**config.mk**
```make
export PLATFORM = sky130hd
export DESIGN_NAME = session_text_tokenizer_core
export DESIGN_NICKNAME = d
export VERILOG_FILES = /design/src/stt_pkg.sv /design/src/stt_front.sv /design/src/stt_queue.sv /design/src/stt_back.sv /design/src/session_text_tokenizer_core.sv
export SDC_FILE = /design/constraint.sdc
export NUM_CORES = 1
export LEC_CHECK = 0
export BUFFER_PORTS_ARGS = -buffer_cell sky130_fd_sc_hd__buf_2
export CAP_MARGIN = 5
export CORE_UTILIZATION = 49
export CTS_CLUSTER_SIZE = 14
export DETAILED_ROUTE_END_ITERATION = 8
export PLACE_DENSITY = 0.66
export SLEW_MARGIN = 10
export SYNTH_ARGS = -nofsm -noshare
export SYNTH_HDL_FRONTEND = slang
export SYNTH_SLANG_ARGS = --single-unit
```
**constraint.sdc**
```tcl
create_clock -name clk -period 5.9 [get_ports clk]
set_input_delay 0.295 -clock clk [delete_from_list [all_inputs] [get_ports clk]]
set_output_delay 0.295 -clock clk [all_outputs]
set_load 0.05 [all_outputs]
```
**src/stt_pkg.sv**
```systemverilog
// Shared types and constants for the session text tokenizer.
// No dependencies; imported by every module of the block.
`timescale 1ns / 1ps

package stt_pkg;

  // Result kinds
  localparam logic [1:0] KIND_BYTE  = 2'd0;
  localparam logic [1:0] KIND_END   = 2'd1;
  localparam logic [1:0] KIND_ERROR = 2'd2;
  localparam logic [1:0] KIND_DONE  = 2'd3;

  // Token kinds carried at token end
  localparam logic [1:0] TOK_TITLE0 = 2'd0;
  localparam logic [1:0] TOK_TITLE1 = 2'd1;
  localparam logic [1:0] TOK_KEY    = 2'd2;
  localparam logic [1:0] TOK_VALUE  = 2'd3;

  // Parse error codes
  localparam logic [1:0] ERR_BLANK_BEFORE = 2'd0;
  localparam logic [1:0] ERR_BAD_AFTER    = 2'd1;
  localparam logic [1:0] ERR_BLANK_LINE   = 2'd2;
  localparam logic [1:0] ERR_INCOMPLETE   = 2'd3;

  // Input commands
  localparam logic CMD_DATA = 1'b0;
  localparam logic CMD_EOS  = 1'b1;

  // Characters of interest
  localparam logic [7:0] CH_EQUALS = 8'h3D;
  localparam logic [7:0] CH_DASH   = 8'h2D;
  localparam logic [7:0] CH_COLON  = 8'h3A;
  localparam logic [7:0] CH_CR     = 8'h0D;
  localparam logic [7:0] CH_LF     = 8'h0A;
  localparam logic [7:0] CH_SPACE  = 8'h20;

  // Default depth of the queue between parser and output stage
  localparam int QUEUE_DEPTH = 4;

  // One result item
  typedef struct packed {
    logic [1:0] kind;
    logic [7:0] data;
    logic [1:0] tok;
    logic [1:0] err;
  } result_t;

  // Everything one input byte produces: one or two results
  typedef struct packed {
    logic    two;
    result_t res0;
    result_t res1;
  } entry_t;

endpackage

```
**src/stt_front.sv**
```systemverilog
// Front end: accepts input items, runs the tokenizer state machine and
// packs the one or two results of an item, if any, into a queue entry. Uses stt_pkg.
`timescale 1ns / 1ps

module stt_front
  import stt_pkg::*;
(
  input  logic       clk,
  input  logic       rst_n,
  input  logic       in_valid,
  output logic       in_ready,
  input  logic       in_command,
  input  logic [7:0] in_byte,
  input  logic       q_ready,
  output logic       push,
  output entry_t     push_entry
);

  typedef enum logic [2:0] {
    ST_IDLE    = 3'd0,
    ST_BEFORE  = 3'd1,
    ST_TITLE   = 3'd2,
    ST_AFTER   = 3'd3,
    ST_KEY     = 3'd4,
    ST_VALUE   = 3'd5,
    ST_NEWLINE = 3'd6,
    ST_SPACE   = 3'd7
  } state_t;

  state_t ps_r, ps_nxt;
  state_t rs_r, rs_nxt;
  logic   meq_r, meq_nxt;
  logic   tne_r, tne_nxt;
  logic   halted_r, halted_nxt;

  logic       acc;
  logic       ws;
  logic [7:0] mark;
  logic [1:0] nres;
  result_t    r0, r1;

  assign in_ready = q_ready;
  assign acc      = in_valid && in_ready;
  assign ws       = (in_byte <= CH_SPACE);
  assign mark     = meq_r ? CH_EQUALS : CH_DASH;

  // Next-state and result logic for one byte
  always_comb begin
    ps_nxt     = ps_r;
    rs_nxt     = rs_r;
    meq_nxt    = meq_r;
    tne_nxt    = tne_r;
    halted_nxt = halted_r;
    nres       = 2'd0;
    r0         = '0;
    r1         = '0;
    if (in_command == CMD_EOS) begin
      if (!halted_r) begin
        if (ps_r == ST_VALUE || rs_r == ST_VALUE) begin
          r0.kind = KIND_END;
          r0.tok  = TOK_VALUE;
          nres    = 2'd1;
        end else if (ps_r != ST_IDLE) begin
          r0.kind = KIND_ERROR;
          r0.err  = ERR_INCOMPLETE;
          nres    = 2'd1;
        end
      end
      if (nres == 2'd0) begin
        r0.kind = KIND_DONE;
        nres    = 2'd1;
      end else begin
        r1.kind = KIND_DONE;
        nres    = 2'd2;
      end
      ps_nxt     = ST_IDLE;
      rs_nxt     = ST_IDLE;
      meq_nxt    = 1'b0;
      tne_nxt    = 1'b0;
      halted_nxt = 1'b0;
    end else if (!halted_r && in_byte != CH_CR) begin
      case (ps_r)
        ST_IDLE: begin
          if (in_byte == CH_EQUALS || in_byte == CH_DASH) begin
            meq_nxt = (in_byte == CH_EQUALS);
            ps_nxt  = ST_BEFORE;
          end else if (!ws) begin
            r0.data = in_byte;
            nres    = 2'd1;
            tne_nxt = 1'b1;
            ps_nxt  = ST_KEY;
          end
        end
        ST_BEFORE: begin
          if (ws) begin
            r0.kind    = KIND_ERROR;
            r0.err     = ERR_BLANK_BEFORE;
            nres       = 2'd1;
            halted_nxt = 1'b1;
          end else if (in_byte != mark) begin
            r0.data = in_byte;
            nres    = 2'd1;
            tne_nxt = 1'b1;
            ps_nxt  = ST_TITLE;
          end
        end
        ST_TITLE: begin
          if (in_byte == CH_LF) begin
            rs_nxt = ST_TITLE;
            ps_nxt = ST_NEWLINE;
          end else if (ws) begin
            rs_nxt = ST_TITLE;
            ps_nxt = ST_SPACE;
          end else if (in_byte == mark) begin
            ps_nxt = ST_AFTER;
          end else begin
            r0.data = in_byte;
            nres    = 2'd1;
            tne_nxt = 1'b1;
          end
        end
        ST_AFTER: begin
          if (in_byte == CH_LF) begin
            r0.kind = KIND_END;
            r0.tok  = meq_r ? TOK_TITLE0 : TOK_TITLE1;
            nres    = 2'd1;
            tne_nxt = 1'b0;
            rs_nxt  = ST_IDLE;
            ps_nxt  = ST_IDLE;
          end else if (in_byte != mark) begin
            r0.kind    = KIND_ERROR;
            r0.err     = ERR_BAD_AFTER;
            nres       = 2'd1;
            halted_nxt = 1'b1;
          end
        end
        ST_KEY, ST_VALUE: begin
          if (ps_r == ST_KEY && in_byte == CH_COLON) begin
            r0.kind = KIND_END;
            r0.tok  = TOK_KEY;
            nres    = 2'd1;
            tne_nxt = 1'b0;
            rs_nxt  = ST_IDLE;
            ps_nxt  = ST_VALUE;
          end else if (in_byte == CH_LF) begin
            rs_nxt = ps_r;
            ps_nxt = ST_NEWLINE;
          end else if (ws) begin
            rs_nxt = ps_r;
            ps_nxt = ST_SPACE;
          end else begin
            r0.data = in_byte;
            nres    = 2'd1;
            tne_nxt = 1'b1;
          end
        end
        ST_NEWLINE, ST_SPACE: begin
          if (in_byte == CH_LF) begin
            if (ps_r == ST_SPACE) begin
              ps_nxt = ST_NEWLINE;
            end else if (rs_r != ST_VALUE) begin
              r0.kind    = KIND_ERROR;
              r0.err     = ERR_BLANK_LINE;
              nres       = 2'd1;
              halted_nxt = 1'b1;
            end else begin
              r0.kind = KIND_END;
              r0.tok  = TOK_VALUE;
              nres    = 2'd1;
              tne_nxt = 1'b0;
              rs_nxt  = ST_IDLE;
              ps_nxt  = ST_IDLE;
            end
          end else if (!ws) begin
            // fold the whitespace run to one space inside a token
            if (tne_r) begin
              r0.data = CH_SPACE;
              r1.data = in_byte;
              nres    = 2'd2;
            end else begin
              r0.data = in_byte;
              nres    = 2'd1;
            end
            tne_nxt = 1'b1;
            ps_nxt  = rs_r;
          end
        end
        default: begin
          ps_nxt = ST_IDLE;
        end
      endcase
    end
  end

  assign push            = acc && (nres != 2'd0);
  assign push_entry.two  = (nres == 2'd2);
  assign push_entry.res0 = r0;
  assign push_entry.res1 = r1;

  // Parser state
  always_ff @(posedge clk) begin
    if (!rst_n) begin
      ps_r     <= ST_IDLE;
      rs_r     <= ST_IDLE;
      meq_r    <= 1'b0;
      tne_r    <= 1'b0;
      halted_r <= 1'b0;
    end else if (acc) begin
      ps_r     <= ps_nxt;
      rs_r     <= rs_nxt;
      meq_r    <= meq_nxt;
      tne_r    <= tne_nxt;
      halted_r <= halted_nxt;
    end
  end

  // Once halted, data bytes produce nothing
  a_halt_quiet: assert property (@(posedge clk) disable iff (!rst_n)
    acc && halted_r && in_command == CMD_DATA |-> !push)
    else $error("halted parser produced a result");

  // End of stream returns the parser to its reset state
  a_eos_reset: assert property (@(posedge clk) disable iff (!rst_n)
    acc && in_command == CMD_EOS |=> ps_r == ST_IDLE && !halted_r && !tne_r)
    else $error("end of stream did not reset parser");

  // Stream-ended marker is always the final result of an entry
  a_done_final: assert property (@(posedge clk) disable iff (!rst_n)
    push && push_entry.two |-> push_entry.res0.kind != KIND_DONE)
    else $error("stream-ended marker not last");

endmodule

```
**src/stt_queue.sv**
```systemverilog
// Small FIFO of result entries between the parser and the output stage.
// Uses stt_pkg for the entry type.
`timescale 1ns / 1ps

module stt_queue
  import stt_pkg::*;
#(
  parameter int DEPTH = QUEUE_DEPTH
) (
  input  logic   clk,
  input  logic   rst_n,
  input  logic   push,
  input  entry_t push_entry,
  output logic   q_ready,
  input  logic   pop,
  output logic   q_valid,
  output entry_t head
);

  localparam int PW = (DEPTH > 1) ? $clog2(DEPTH) : 1;
  localparam int CW = $clog2(DEPTH + 1);
  localparam logic [PW-1:0] PTR_LAST = PW'(DEPTH - 1);
  localparam logic [CW-1:0] CNT_FULL = CW'(DEPTH);

  entry_t        mem_r [DEPTH];
  logic [PW-1:0] wr_ptr_r, rd_ptr_r;
  logic [CW-1:0] cnt_r;

  assign q_ready = (cnt_r != CNT_FULL);
  assign q_valid = (cnt_r != '0);
  assign head    = mem_r[rd_ptr_r];

  // Entry storage
  always_ff @(posedge clk) begin
    if (push) begin
      mem_r[wr_ptr_r] <= push_entry;
    end
  end

  // Pointers and fill count
  always_ff @(posedge clk) begin
    if (!rst_n) begin
      wr_ptr_r <= '0;
      rd_ptr_r <= '0;
      cnt_r    <= '0;
    end else begin
      if (push) begin
        wr_ptr_r <= (wr_ptr_r == PTR_LAST) ? '0 : wr_ptr_r + 1'b1;
      end
      if (pop) begin
        rd_ptr_r <= (rd_ptr_r == PTR_LAST) ? '0 : rd_ptr_r + 1'b1;
      end
      if (push && !pop) begin
        cnt_r <= cnt_r + 1'b1;
      end else if (pop && !push) begin
        cnt_r <= cnt_r - 1'b1;
      end
    end
  end

endmodule

```
**src/stt_back.sv**
```systemverilog
// Output stage: drains queue entries one result per cycle, unless stalled, into a
// registered valid/ready port and marks the last result of each entry. Uses stt_pkg.
`timescale 1ns / 1ps

module stt_back
  import stt_pkg::*;
(
  input  logic       clk,
  input  logic       rst_n,
  input  logic       q_valid,
  input  entry_t     head,
  output logic       pop,
  output logic       out_valid,
  input  logic       out_ready,
  output logic [1:0] out_kind,
  output logic [7:0] out_byte,
  output logic [1:0] out_token_kind,
  output logic [1:0] out_error_code,
  output logic       out_last
);

  logic       out_valid_r;
  logic       sel_r;
  result_t    res_r;
  logic       last_r;
  logic       load;
  logic       is_last;
  result_t    cur;

  assign load    = q_valid && (!out_valid_r || out_ready);
  assign cur     = sel_r ? head.res1 : head.res0;
  assign is_last = sel_r || !head.two;
  assign pop     = load && is_last;

  // Output register and second-result select
  always_ff @(posedge clk) begin
    if (!rst_n) begin
      out_valid_r <= 1'b0;
      sel_r       <= 1'b0;
    end else if (load) begin
      out_valid_r <= 1'b1;
      sel_r       <= !is_last;
    end else if (out_ready) begin
      out_valid_r <= 1'b0;
    end
  end

  // Payload holds while stalled
  always_ff @(posedge clk) begin
    if (load) begin
      res_r  <= cur;
      last_r <= is_last;
    end
  end

  assign out_valid      = out_valid_r;
  assign out_kind       = res_r.kind;
  assign out_byte       = res_r.data;
  assign out_token_kind = res_r.tok;
  assign out_error_code = res_r.err;
  assign out_last       = last_r;

endmodule

```
**src/session_text_tokenizer_core.sv**
```systemverilog
// Session text tokenizer, top level: parser front end, entry queue,
// output stage. Accepts one byte per cycle when the queue has room.
// Each result is stored in the entry queue, then in the output register.
// Throughput: one input item per cycle while the queue has room, one result
// per cycle out unless stalled; two-result items are absorbed by the queue.
// Reset (rst_n low, synchronous) returns the parser to idle and empties all.
`timescale 1ns / 1ps

module session_text_tokenizer_core
  import stt_pkg::*;
#(
  parameter int QDEPTH = QUEUE_DEPTH
) (
  input  logic       clk,
  input  logic       rst_n,
  input  logic       in_valid,
  output logic       in_ready,
  input  logic       in_command,
  input  logic [7:0] in_byte,
  output logic       out_valid,
  input  logic       out_ready,
  output logic [1:0] out_kind,
  output logic [7:0] out_byte,
  output logic [1:0] out_token_kind,
  output logic [1:0] out_error_code,
  output logic       out_last
);

  logic   q_ready, q_valid, push, pop;
  entry_t push_entry, head;

  stt_front u_front (
    .clk        (clk),
    .rst_n      (rst_n),
    .in_valid   (in_valid),
    .in_ready   (in_ready),
    .in_command (in_command),
    .in_byte    (in_byte),
    .q_ready    (q_ready),
    .push       (push),
    .push_entry (push_entry)
  );

  stt_queue #(
    .DEPTH (QDEPTH)
  ) u_queue (
    .clk        (clk),
    .rst_n      (rst_n),
    .push       (push),
    .push_entry (push_entry),
    .q_ready    (q_ready),
    .pop        (pop),
    .q_valid    (q_valid),
    .head       (head)
  );

  stt_back u_back (
    .clk            (clk),
    .rst_n          (rst_n),
    .q_valid        (q_valid),
    .head           (head),
    .pop            (pop),
    .out_valid      (out_valid),
    .out_ready      (out_ready),
    .out_kind       (out_kind),
    .out_byte       (out_byte),
    .out_token_kind (out_token_kind),
    .out_error_code (out_error_code),
    .out_last       (out_last)
  );

endmodule
```
==> results of run 1 <==
[metal layers]
layer	vias up	part of all wire, %	track usage [%]
met5	-	0	0
met4	0	2.3	8.77
met3	21	5.3	5.84
met2	132	51	37.2
met1	1993	42	27.8
li1	1795	-	-
[metrics by stage]
| step | cells | worst slack [ns] | area [sq um] | total power, mW | util (%) |
|---|---|---|---|---|---|
| 3_5_place_dp | 604 | 2.10 | 6370 | 2.48 | 53.1 |
| 6_report | 636 | 2.26 | 6990 | 3.54 | 58.2 |
| 5_1_grt | 636 | 1.99 | 6990 | 3.69 | 58.2 |
| 2_1_floorplan | 442 | 2.67 | 6050 | 2.20 | - |
| 3_3_place_gp | 604 | 2.27 | 6370 | 2.46 | 53.1 |
| 4_1_cts | 636 | 2.28 | 6990 | 3.57 | 58.2 |
[power breakdown]
group          internal [mW]  switching, mW  total (mW)
clock network          0.703          0.375        1.08
registers               1.29         0.0810        1.37
logic                  0.398          0.689        1.09
[cell families after synthesis]
group           Yosys count  share of synthesized area (%)
flops                   131                           61.7
compound gates           88                           9.61
xor+xnor                  3                          0.434
fa+ha+maj                 7                           1.57
buf+inv                  36                           2.50
mux                      39                           11.6
simple gates            138                           12.6
[area by class of cell]
type	instances	area (sq um)	share of cell area [%]
Sequential cell	131	3730	53.4
Multi-Input combinational cell	275	2200	31.5
Clock buffer	18	429	6.14
Timing Repair Buffer	36	198	2.83
Clock inverter	14	188	2.68
Tap cell	147	184	2.63
Inverter	15	56.3	0.805
[worst min path at each step]
stage,to,depth (start not counted),slack [ns]
after floorplan,u_front.tne_r$_SDFFE_PN0P_,2,0.44
after global placement,u_back.out_valid$_SDFFE_PN0P_,2,0.46
after detailed placement,u_back.out_valid$_SDFFE_PN0P_,2,0.49
after CTS,u_back.out_valid$_SDFFE_PN0P_,4,0.16
after global routing,u_back.out_valid$_SDFFE_PN0P_,4,0.17
final,u_back.out_valid$_SDFFE_PN0P_,4,0.17
[worst max-delay path: cells and delay by family (launching register included)]
family          cells  cell delay (ns)
buf+inv             3             0.43
simple gates        2             0.64
flops               1             0.30
compound gates      5             1.67
fa+ha+maj           2             0.44
xor+xnor            1             0.07
[state kept, by name, indices dropped and copies added (netlist names), named ones only]
register / count
u_queue.wr_ptr_r: 2
u_front.ps_r: 3
u_front.halted_r: 1
u_front.tne_r: 1
u_queue.mem_r: 96
u_queue.rd_ptr_r: 2
u_back.out_valid: 1
u_front.rs_r: 3
u_back.out_byte: 8
u_queue.cnt_r: 3
u_back.out_last: 1
u_back.sel_r: 1
u_front.meq_r: 1
u_back.out_token_kind: 2
u_back.out_kind: 2
u_back.out_error_code: 2
[synth_stat cells (3+ instances only)]
cell type	n	area, sq um
nor2_1	29	109
mux2_2	9	101
o22ai_1	4	25.0
or3_1	9	56.3
nand2_1	34	128
mux4_2	24	541
and2_1	9	56.3
inv_1	13	48.8
nand2b_1	4	25.0
mux2i_1	6	60.1
edfxtp_1	111	3330
clkbuf_1	11	41.3
nor4_1	5	31.3
nor3_1	8	40.0
nor3b_1	5	37.5
nand4_1	3	18.8
a31oi_1	8	50.1
dfxtp_1	20	400
o21ai_0	26	130
buf_1	7	26.3
ha_1	6	75.1
nand3_1	3	15.0
o211ai_1	4	30.0
a21oi_1	13	65.1
o2111ai_1	3	26.3
nor2b_1	10	62.6
==> results.md, run 1 <==
- Core box area: between 10,000 and 15,000 sq um
- Die W: 113 microns
- Critical Path AT: 3.98 ns
- FF+latch count, synth: 131
- Time the worst path needs with I/O delays and setup: 3.64 ns
- Detailed placer's ending HPWL: between 8000 and 9000 microns
- Commonest cells after routing, fill and taps aside: edfxtp_1, nand2_1, nor2_1, buf_2, o21ai_0
- DR vias/cell: 6.20
- Routed Antenna Nets: 0
- DR vias: around 3,900
- Worst R2R End: u_queue.cnt_r[2]$_SDFFE_PN0P_
- DR iter-0 viols: 262
- Worst hold path startpoint: out_ready
- Fill cells: ~990
- GPL Wtd Cong: 0.969
- Antenna violations before repair: 0
- Period utilisation layout: 61.6%
- DRC viols: 0
- Post-CTS Resized: 0
- Unrepaired setup endpoints after global routing: no
- Hold_buf cts: 0
- Synthesized Nets: about 460
- CTS tree: done
- CP Data Required Time: between 6 and 7 ns
- Most common cell after layout, fill and taps aside: edfxtp_1
- GRT overflow: 0
- Initial Util: 50.4%
- Worst vdd ir: 0.244 mV
- WL final: 13,400 microns
- ANT cells: 0
- Row cnt: 40
- Die Ht: about 110 microns
- GRT Total Usage: 22.3%
- Htree depth: 4
- Yosys warns: 0
- Global-route wire length before repair: 20,700 microns
- Avg Inst Size Synth: between 10 and 15 sq um
- Reg-to-reg setup timing slack: about 2.3 ns
- Total I/O pin count: 30
- Largest net degree at the start of global routing: 27
- CP Cell Sequence: buf_4 -> nand3b_1 -> o22ai_1 -> a221oi_1 -> o211ai_1 -> a21oi_1 -> inv_1 -> ha_1 -> inv_1 -> fa_1 -> xor2_1 -> or3_1 -> a21oi_1
- Setup Total Neg Slack: 0 ns
- Die area: 12,800 sq um
- Syn Std Cell Area: 6050 sq um
- Hold Slack: 0.168 ns
- CP endpoint: u_queue.cnt_r[2]$_SDFFE_PN0P_
- LEAKAGE: 2.47 nW
- Vias in the first global route: 3,868
- Max_slew headroom: between 10% and 20%
- Reg2reg path depth: 13
- Maximum buffer depth of the clock tree: 2
- Clock sinks: 131
- Crit start category: flip-flop
- Final setup fails: 0
- Synth Instances: 442
- Main synth FF type: edfxtp_1
- Synth unique cells: 73
- IO buf count: 29
- DR WL/cell: 21.0 microns
- Syn-to-layout area delta: 15.5%
- DR pass1 iterations: 4
- Share of cells above drive strength 1: 23.5%
- Maximum clock rate: 0.275 GHz
- Clock transition at path regs: about 0.060 ns
- Root Driver: clkbuf_16
- Worst Tran Pin Value: 1.24 ns
- PD cells: 506 nW/um^2
- Post-synth ARST share: 0%
- CP Launch Point: u_front.ps_r[2]$_SDFFE_PN0P_
- EDFF count, synth: 111
- MaxCap Viol Count: 0
- Slowest stage cell, crit path: a21oi_1
- Post-CTS Setup Inserts: 0
- Crit path kind: flip-flop to flip-flop
- Worst skew pair latency: around 0.42 ns
- CP peak stage delay: 0.89 ns
- HP Class: primary input to flip-flop
- Critical-path maximum fanout: 23
- Seq/Total Area, Yosys: 61.7%
- RR Startpoint: u_front.ps_r[2]$_SDFFE_PN0P_
- Pins over their slew limit: 0
- Skew final: 0.00709 ns
- Hold Violations, Final: 0
- CTS buffer count: 17
- Status: completed
- Final net count: 496
- Worst setup EP type: flip-flop
No activity file was read; power rests on OpenSTA's default activity.
==> run 2, diff against run 1 <==
- PLACE_DENSITY: 0.66 -> 0.69
- clock period: 5.9 -> 3.33 ns (I/O delays scaled with it)
==> results.md, run 2 (synthesis gave the netlist of run 1 again) <==
- PD cells: 878 nW/um^2 (was 506 nW/um^2)
- Final setup fails: 0 (unchanged)
- WL final: 14,000 microns (was 13,400 microns)
- Total I/O pin count: 30 (unchanged)
- Cell area after layout: 7030 sq um (was 6990 sq um)
- Hold Violations, Final: 0 (unchanged)
- GRT overflow: 0 (unchanged)
- Clock sinks: 131 (unchanged)
- Status: completed (unchanged)
- DR iter-0 viols: 401 (was 262)
- Hold Slack: 0.0388 ns (was 0.168 ns)
- MaxCap Viol Count: 0 (unchanged)
- Pins over their slew limit: 0 (unchanged)
- IO buf count: 29 (unchanged)
- Detailed placer's ending HPWL: 9230 microns (was 8600 microns)
- CTS buffer count: 17 (unchanged)
- Post-CTS Setup Inserts: 0 (unchanged)
- Critical Path AT: 3.31 ns (was 3.98 ns)
- Crit start category: flip-flop (unchanged)
- DR vias: 4,040 (was 3,941)
- Root Driver: clkbuf_16 (unchanged)
- Maximum buffer depth of the clock tree: 2 (unchanged)
- Clock transition at path regs: 0.06 ns (about the same)
- Maximum clock rate: 0.337 GHz (was 0.275 GHz)
- Routed Antenna Nets: 0 (unchanged)
- Worst Tran Pin Value: 0.845 ns (was 1.24 ns)
- Fill cells: 953 (was 986)
- Initial Util: 50.4% (unchanged)
- Multi-input logic area: 2180 sq um (was 2200 sq um)
- Layout Utilization: 58.5% (was 58.2%)
- DR WL/cell: 21.5 microns (was 21.0 microns)
- Time the worst path needs with I/O delays and setup: 2.97 ns (was 3.64 ns)
- Die Ht: 113 microns (unchanged)
- Critical-path maximum fanout: 10 (was 23)
- Row cnt: 40 (unchanged)
- Max_slew headroom: 43.3% (was 17.1%)
- Core box area: 12,000 sq um (unchanged)
- DR vias/cell: 6.22 (was 6.20)
- Commonest cells after routing, fill and taps aside: edfxtp_1, nand2_1, nor2_1, buf_2, o21ai_0 (unchanged)
- HP Class: primary input to flip-flop (unchanged)
- Hold_buf cts: 0 (unchanged)
- Final net count: 511 (was 496)
- Largest register by flop count: u_queue.mem_r (unchanged)
- Vias in the first global route: 3,998 (was 3,868)
- RR Startpoint: u_front.ps_r[0]$_SDFFE_PN0P_ (was u_front.ps_r[2]$_SDFFE_PN0P_)
- Worst skew pair latency: 0.41 ns (was 0.42 ns)
- Crit path kind: flip-flop to flip-flop (unchanged)
- FF+latch area: 3730 sq um (unchanged)
- Worst setup EP type: flip-flop (unchanged)
- Setup Total Neg Slack: 0 ns (unchanged)
- Unrepaired setup endpoints after global routing: no (unchanged)
- Post-CTS Resized: 0 (unchanged)
- Share of cells above drive strength 1: 25.4% (was 23.5%)
- LEAKAGE: 2.51 nW (was 2.47 nW)
- Cell Area, Placed: 6470 sq um (was 6370 sq um)
- Antenna violations before repair: 0 (unchanged)
- Tot Pwr: 6.18 mW (was 3.54 mW)
- GPL Wtd Cong: 0.972 (was 0.969)
- CP Launch Point: u_front.ps_r[0]$_SDFFE_PN0P_ (was u_front.ps_r[2]$_SDFFE_PN0P_)
- Die W: 113 microns (unchanged)
- Period utilisation layout: 89.1% (was 61.6%)
- Busiest layer in global routing: met2 (unchanged)
- GRT Total Usage: 23.5% (was 22.3%)
- Worst vdd ir: 0.346 mV (was 0.244 mV)
- Syn-to-layout area delta: 16.2% (was 15.5%)
- CTS tree: done (unchanged)
- Global-route wire length before repair: 22,100 microns (was 20,700 microns)
- Met2 GRT Util: 37.0% (was 37.2%)
- Htree depth: 4 (unchanged)
- Worst hold path startpoint: out_ready (unchanged)
- Largest net degree at the start of global routing: 25 (was 27)
- Die area: 12,800 sq um (unchanged)
- Grt met1 use: 31.3% (was 27.8%)
- DRC viols: 0 (unchanged)
- Met3 global-route usage: 5.78% (was 5.84%)
- DR pass1 iterations: 5 (was 4)
- Skew final: 0.00703 ns (was 0.00709 ns)
- Most common cell after layout, fill and taps aside: edfxtp_1 (unchanged)
- ANT cells: 0 (unchanged)
- CP Data Required Time: 3.67 ns (was 6.25 ns)
- Max FFs per register: 96 (unchanged)
run 2: cell count changes in the layout (fill, tap and decap cells not counted), moves of 2 or more:
cell,previous run,this run
nor2b_4,4,0
bufinv_16,4,2
buf_4,7,22
nor2b_2,0,4
inv_6,0,2
run 2: power by group:
group | internal [mW] | total [mW] | switching, mW
Sequential | 2.28 | 2.41 | 0.126
Clock | 1.10 | 1.78 | 0.680
Combinational | 0.741 | 1.99 | 1.25
run 2: final timing paths:
path                                   endpoint  slack, ns  depth (start not counted)
setup / recovery  u_queue.cnt_r[2]$_SDFFE_PN0P_       0.36                         12
hold / removal    u_back.out_valid$_SDFFE_PN0P_       0.04                          4
setup reg to reg  u_queue.cnt_r[2]$_SDFFE_PN0P_       0.36                         12
hold reg to reg   u_back.out_valid$_SDFFE_PN0P_       0.48                          2
run 2: final cells by class:
class / count / area share [%]
inverters: 15 / 0.801
multi-input cells: 275 / 31.0
repair buffers: 51 / 4.41
flip-flops and latches: 131 / 53.1
clock buffers: 18 / 6.10
well taps: 147 / 2.62
clock inverters: 13 / 1.94
run 2: routing by layer:
layer | vias to the layer above | wire, microns
met5 | - | 0
met4 | 0 | 347
met1 | 2006 | 6130
met2 | 170 | 6680
li1 | 1836 | -
met3 | 28 | 836
run 2: critical path, cell delays in order, from the launching register on:
cell	delay, ns
dfxtp_1	0.41
or4bb_1	0.55
o22ai_1	0.19
a221oi_1	0.11
o211ai_1	0.16
a21oi_1	0.12
inv_1	0.08
ha_1	0.17
inv_1	0.07
fa_1	0.44
xor2_1	0.16
or3_1	0.31
a21oi_1	0.14
run 2: metrics by stage:
| step | instances | setup WS [ns] |
|---|---|---|
| after CTS | 650 | 0.387 |
| after global placement | 619 | 0.344 |
| after global routing | 650 | 0.287 |
| after detailed placement | 619 | 0.266 |
| final | 650 | 0.364 |
| after floorplan | 442 | 0.232 |
==> run 3, diff against run 2 <==
--- a/config.mk
+++ b/config.mk
@@ -6,6 +6,8 @@
 export NUM_CORES = 1
 export LEC_CHECK = 0
+export ABC_AREA = 1
 export BUFFER_PORTS_ARGS = -buffer_cell sky130_fd_sc_hd__buf_2
 export CAP_MARGIN = 5
+export CORE_MARGIN = 3
 export CORE_UTILIZATION = 49
 export CTS_CLUSTER_SIZE = 14
==> constraint.sdc (replaced) <==
create_clock -name clk -period 3.33 [get_ports clk]
set_input_delay 0.1665 -clock clk [delete_from_list [all_inputs] [get_ports clk]]
set_output_delay 0.1665 -clock clk [all_outputs]
set_load 0.1 [all_outputs]
==> results.md, run 3 <==
- DRC viols: 0 (unchanged)
- Synth unique cells: 38 (was 73)
- Post-synth top area share: 55.0% (was 55.1%)
- Pint: 4.01 mW (was 4.12 mW)
- Final net count: 688 (was 511)
- Commonest cells after routing, fill and taps aside: nor2_1, edfxtp_1, nand2_1 (was edfxtp_1, nand2_1, nor2_1, buf_2, o21ai_0)
- Total I/O pin count: 30 (unchanged)
- Root Driver: clkbuf_16 (unchanged)
- Clock share of power: 28.3% (was 28.8%)
- Crit start category: flip-flop (unchanged)
- WL final: 13,900 microns (was 14,000 microns)
- Period utilisation layout: 89.0% (was 89.1%)
- Reg2reg path depth: 17 (was 12)
- Htree depth: 4 (unchanged)
- Time the worst path needs with I/O delays and setup: 2.96 ns (was 2.97 ns)
- Global-route wire length before repair: 21,800 microns (was 22,100 microns)
- Die area: 13,700 sq um (was 12,800 sq um)
- Initial Util: 51.5% (was 50.4%)
- MaxCap Viol Count: 0 (unchanged)
- Skew final: 0.00938 ns (was 0.00703 ns)
- Reg-to-reg setup timing slack: 0.37 ns (was 0.36 ns)
- Detailed placer's ending HPWL: 9340 microns (was 9230 microns)
- DR vias: 4,512 (was 4,040)
- Critical-path maximum fanout: 8 (was 10)
- Final setup fails: 0 (unchanged)
- Dominant cell by count in the synthesized netlist: nor2_1 (was edfxtp_1)
- Critical Path AT: 3.25 ns (was 3.31 ns)
- Busiest layer in global routing: met2 (unchanged)
- Worst vdd ir: 0.406 mV (was 0.346 mV)
- Status: completed (unchanged)
- Pins over their slew limit: 0 (unchanged)
- FF+latch count, synth: 131 (unchanged)
- Min-Delay Endpoint: u_back.out_valid$_SDFFE_PN0P_ (unchanged)
- IO buf count: 29 (unchanged)
- Main synth FF type: edfxtp_1 (unchanged)
- Area contributors post-synth: edfxtp_1, nor2_1, dfxtp_1 (was edfxtp_1, mux4_2, dfxtp_1)
- Most common cell after layout, fill and taps aside: nor2_1 (was edfxtp_1)
- Die Ht: 117 microns (was 113 microns)
- Maximum clock rate: 0.337 GHz (about the same)
- Worst hold path startpoint: out_ready (unchanged)
- ANT cells: 0 (unchanged)
- Routed Antenna Nets: 0 (unchanged)
- Crit path kind: flip-flop to flip-flop (unchanged)
- Largest register by flop count: u_queue.mem_r (unchanged)
- Max_slew headroom: 43.9% (was 43.3%)
- Layout Utilization: 59.7% (was 58.5%)
- Yosys top cell by area: edfxtp_1 (unchanged)
- Vias in the first global route: 4,225 (was 3,998)
- Post-CTS Resized: 0 (unchanged)
- Hold Slack: 0.122 ns (was 0.0388 ns)
- Placed cell count: 813 (was 619)
- Worst setup EP type: flip-flop (unchanged)
- Tot Pwr: 6.62 mW (was 6.18 mW)
- GPL Wtd Cong: 0.935 (was 0.972)
- DR iter-0 viols: 295 (was 401)
- Cell Area, Placed: 6420 sq um (was 6470 sq um)
- Antenna violations before repair: 0 (unchanged)
- DR vias/cell: 5.34 (was 6.22)
- Share of cells above drive strength 1: 15.1% (was 25.4%)
- Syn-to-layout area delta: 15.9% (was 16.2%)
- Met3 global-route usage: 5.50% (was 5.78%)
- Worst skew pair latency: 0.41 ns (about the same)
- Sw Ratio: 39.5% (was 33.3%)
- GRT overflow: 0 (unchanged)
- Yosys warns: 0 (unchanged)
- Top post-synthesis cells by count: nor2_1, edfxtp_1, nand2_1, o21ai_0, inv_1 (was edfxtp_1, nand2_1, nor2_1, o21ai_0, mux4_2)
- Avg Inst Size Synth: 9.62 sq um (was 13.7 sq um)
- Worst R2R End: u_queue.cnt_r[2]$_SDFFE_PN0P_ (unchanged)
- Cell area after layout: 7020 sq um (was 7030 sq um)
- Met2 GRT Util: 34.5% (was 37.0%)
- Core box area: 11,800 sq um (was 12,000 sq um)
- CTS buffer count: 17 (unchanged)
- Setup Total Neg Slack: 0 ns (unchanged)
- Unrepaired setup endpoints after global routing: no (unchanged)
- Seq pwr share: 35.7% (was 39.0%)
- Worst Tran Pin Value: 0.833 ns (was 0.845 ns)
- Max FFs per register: 96 (unchanged)
- HP Class: primary input to flip-flop (unchanged)
- CP Data Required Time: 3.62 ns (was 3.67 ns)
- Worst slack, placed: 0.388 ns (was 0.266 ns)
- Largest net degree at the start of global routing: 47 (was 25)
- Maximum buffer depth of the clock tree: 2 (unchanged)
- Hold Violations, Final: 0 (unchanged)
- CTS tree: done (unchanged)
- Clock sinks: 131 (unchanged)
- Comb power frac: 36.0% (was 32.2%)
- Die W: 117 microns (was 113 microns)
- Post-CTS Setup Inserts: 0 (unchanged)
- Final WS setup: 0.367 ns (was 0.364 ns)
- P_sw: 2.61 mW (was 2.05 mW)
- GRT Total Usage: 21.4% (was 23.5%)
- DR pass1 iterations: 5 (unchanged)
- PD cells: 943 nW/um^2 (was 878 nW/um^2)
- Synthesized Nets: 650 (was 462)
- Post-synth ARST share: 0% (unchanged)
- EDFF count, synth: 111 (unchanged)
- Hold path depth: 4 (unchanged)
- Non-filler cells, final: 845 (was 650)
- Seq/Total Area, Yosys: 61.6% (was 61.7%)
- Row cnt: 39 (was 40)
- Synth Instances: 630 (was 442)
- RR Startpoint: u_front.ps_r[2]$_SDFFE_PN0P_ (was u_front.ps_r[0]$_SDFFE_PN0P_)
- LEAKAGE: 2.75 nW (was 2.51 nW)
- Hold_buf cts: 0 (unchanged)
- Clock transition at path regs: 0.06 ns (about the same)
- Grt met1 use: 27.8% (was 31.3%)
- Syn Std Cell Area: 6060 sq um (was 6050 sq um)
- DR WL/cell: 16.4 microns (was 21.5 microns)
==> run 3: cell count changes after synthesis, sizes merged, moves of 15 or more <==
| cell | change |
|---|---|
| nor2 | +114 |
| o21ai | +47 |
| inv | +50 |
| a21oi | +15 |
| nand3 | +27 |
| nand2 | +49 |
| mux4 | -24 |
==> run 3: layout make-up <==
type                            instances  area, sq um
Fill cell                             973         4740
Tap cell                              164          205
Clock buffer                           20          437
Clock inverter                         12          163
Inverter                               64          243
Multi-Input combinational cell        411         1990
Timing Repair Buffer                   43          250
Sequential cell                       131         3730
==> run 3: critical path: stages (launching register included) <==
cell,delay [ns]
dfxtp_1,0.53
inv_2,0.11
nand2_2,0.16
nor2_4,0.07
inv_2,0.10
o21ai_2,0.07
nor2_1,0.26
nor2_2,0.09
nand3_2,0.13
nand2_2,0.12
inv_1,0.09
ha_1,0.14
inv_1,0.07
fa_1,0.43
a21oi_1,0.14
o21ai_0,0.11
o21ai_0,0.17
a21oi_1,0.06
==> run 3: cell families after synthesis <==
logic type      synth area share (%)
compound gates                  12.2
xor+xnor                       0.145
fa+ha+maj                       1.57
buf+inv                         5.80
flops                           61.6
simple gates                    18.7
==> run 3: per-layer routing <==
| metal | vias to the layer above | part of all wire (%) |
|---|---|---|
| li1 | 2242 | - |
| met4 | 0 | 2.1 |
| met3 | 20 | 5.5 |
| met1 | 2126 | 44 |
| met2 | 124 | 49 |
| met5 | - | 0 |
==> run 3: power groups by stage <==
stage	Clock (mW)	Combinational [mW]	Sequential, mW
floorplan	0	1.13	3.12
global placement	0	2.34	2.39
detailed placement	0	2.39	2.40
CTS	1.90	2.40	2.36
global route	1.98	2.61	2.40
finish	1.87	2.38	2.36
==> run 3: worst max-delay path by stage <==
stage               cells past startpoint  slack (ns)                       endpoint                           from
floorplan                               6        0.27  u_queue.mem_r[0][0]$_DFFE_PP_  u_queue.cnt_r[1]$_SDFFE_PN0P_
global placement                       18        0.40  u_queue.cnt_r[2]$_SDFFE_PN0P_                     in_byte[5]
detailed placement                     17        0.39  u_queue.cnt_r[2]$_SDFFE_PN0P_   u_front.ps_r[2]$_SDFFE_PN0P_
CTS                                    17        0.37  u_queue.cnt_r[2]$_SDFFE_PN0P_   u_front.ps_r[2]$_SDFFE_PN0P_
global route                           17        0.15  u_queue.cnt_r[2]$_SDFFE_PN0P_   u_front.ps_r[2]$_SDFFE_PN0P_
finish                                 17        0.37  u_queue.cnt_r[2]$_SDFFE_PN0P_   u_front.ps_r[2]$_SDFFE_PN0P_
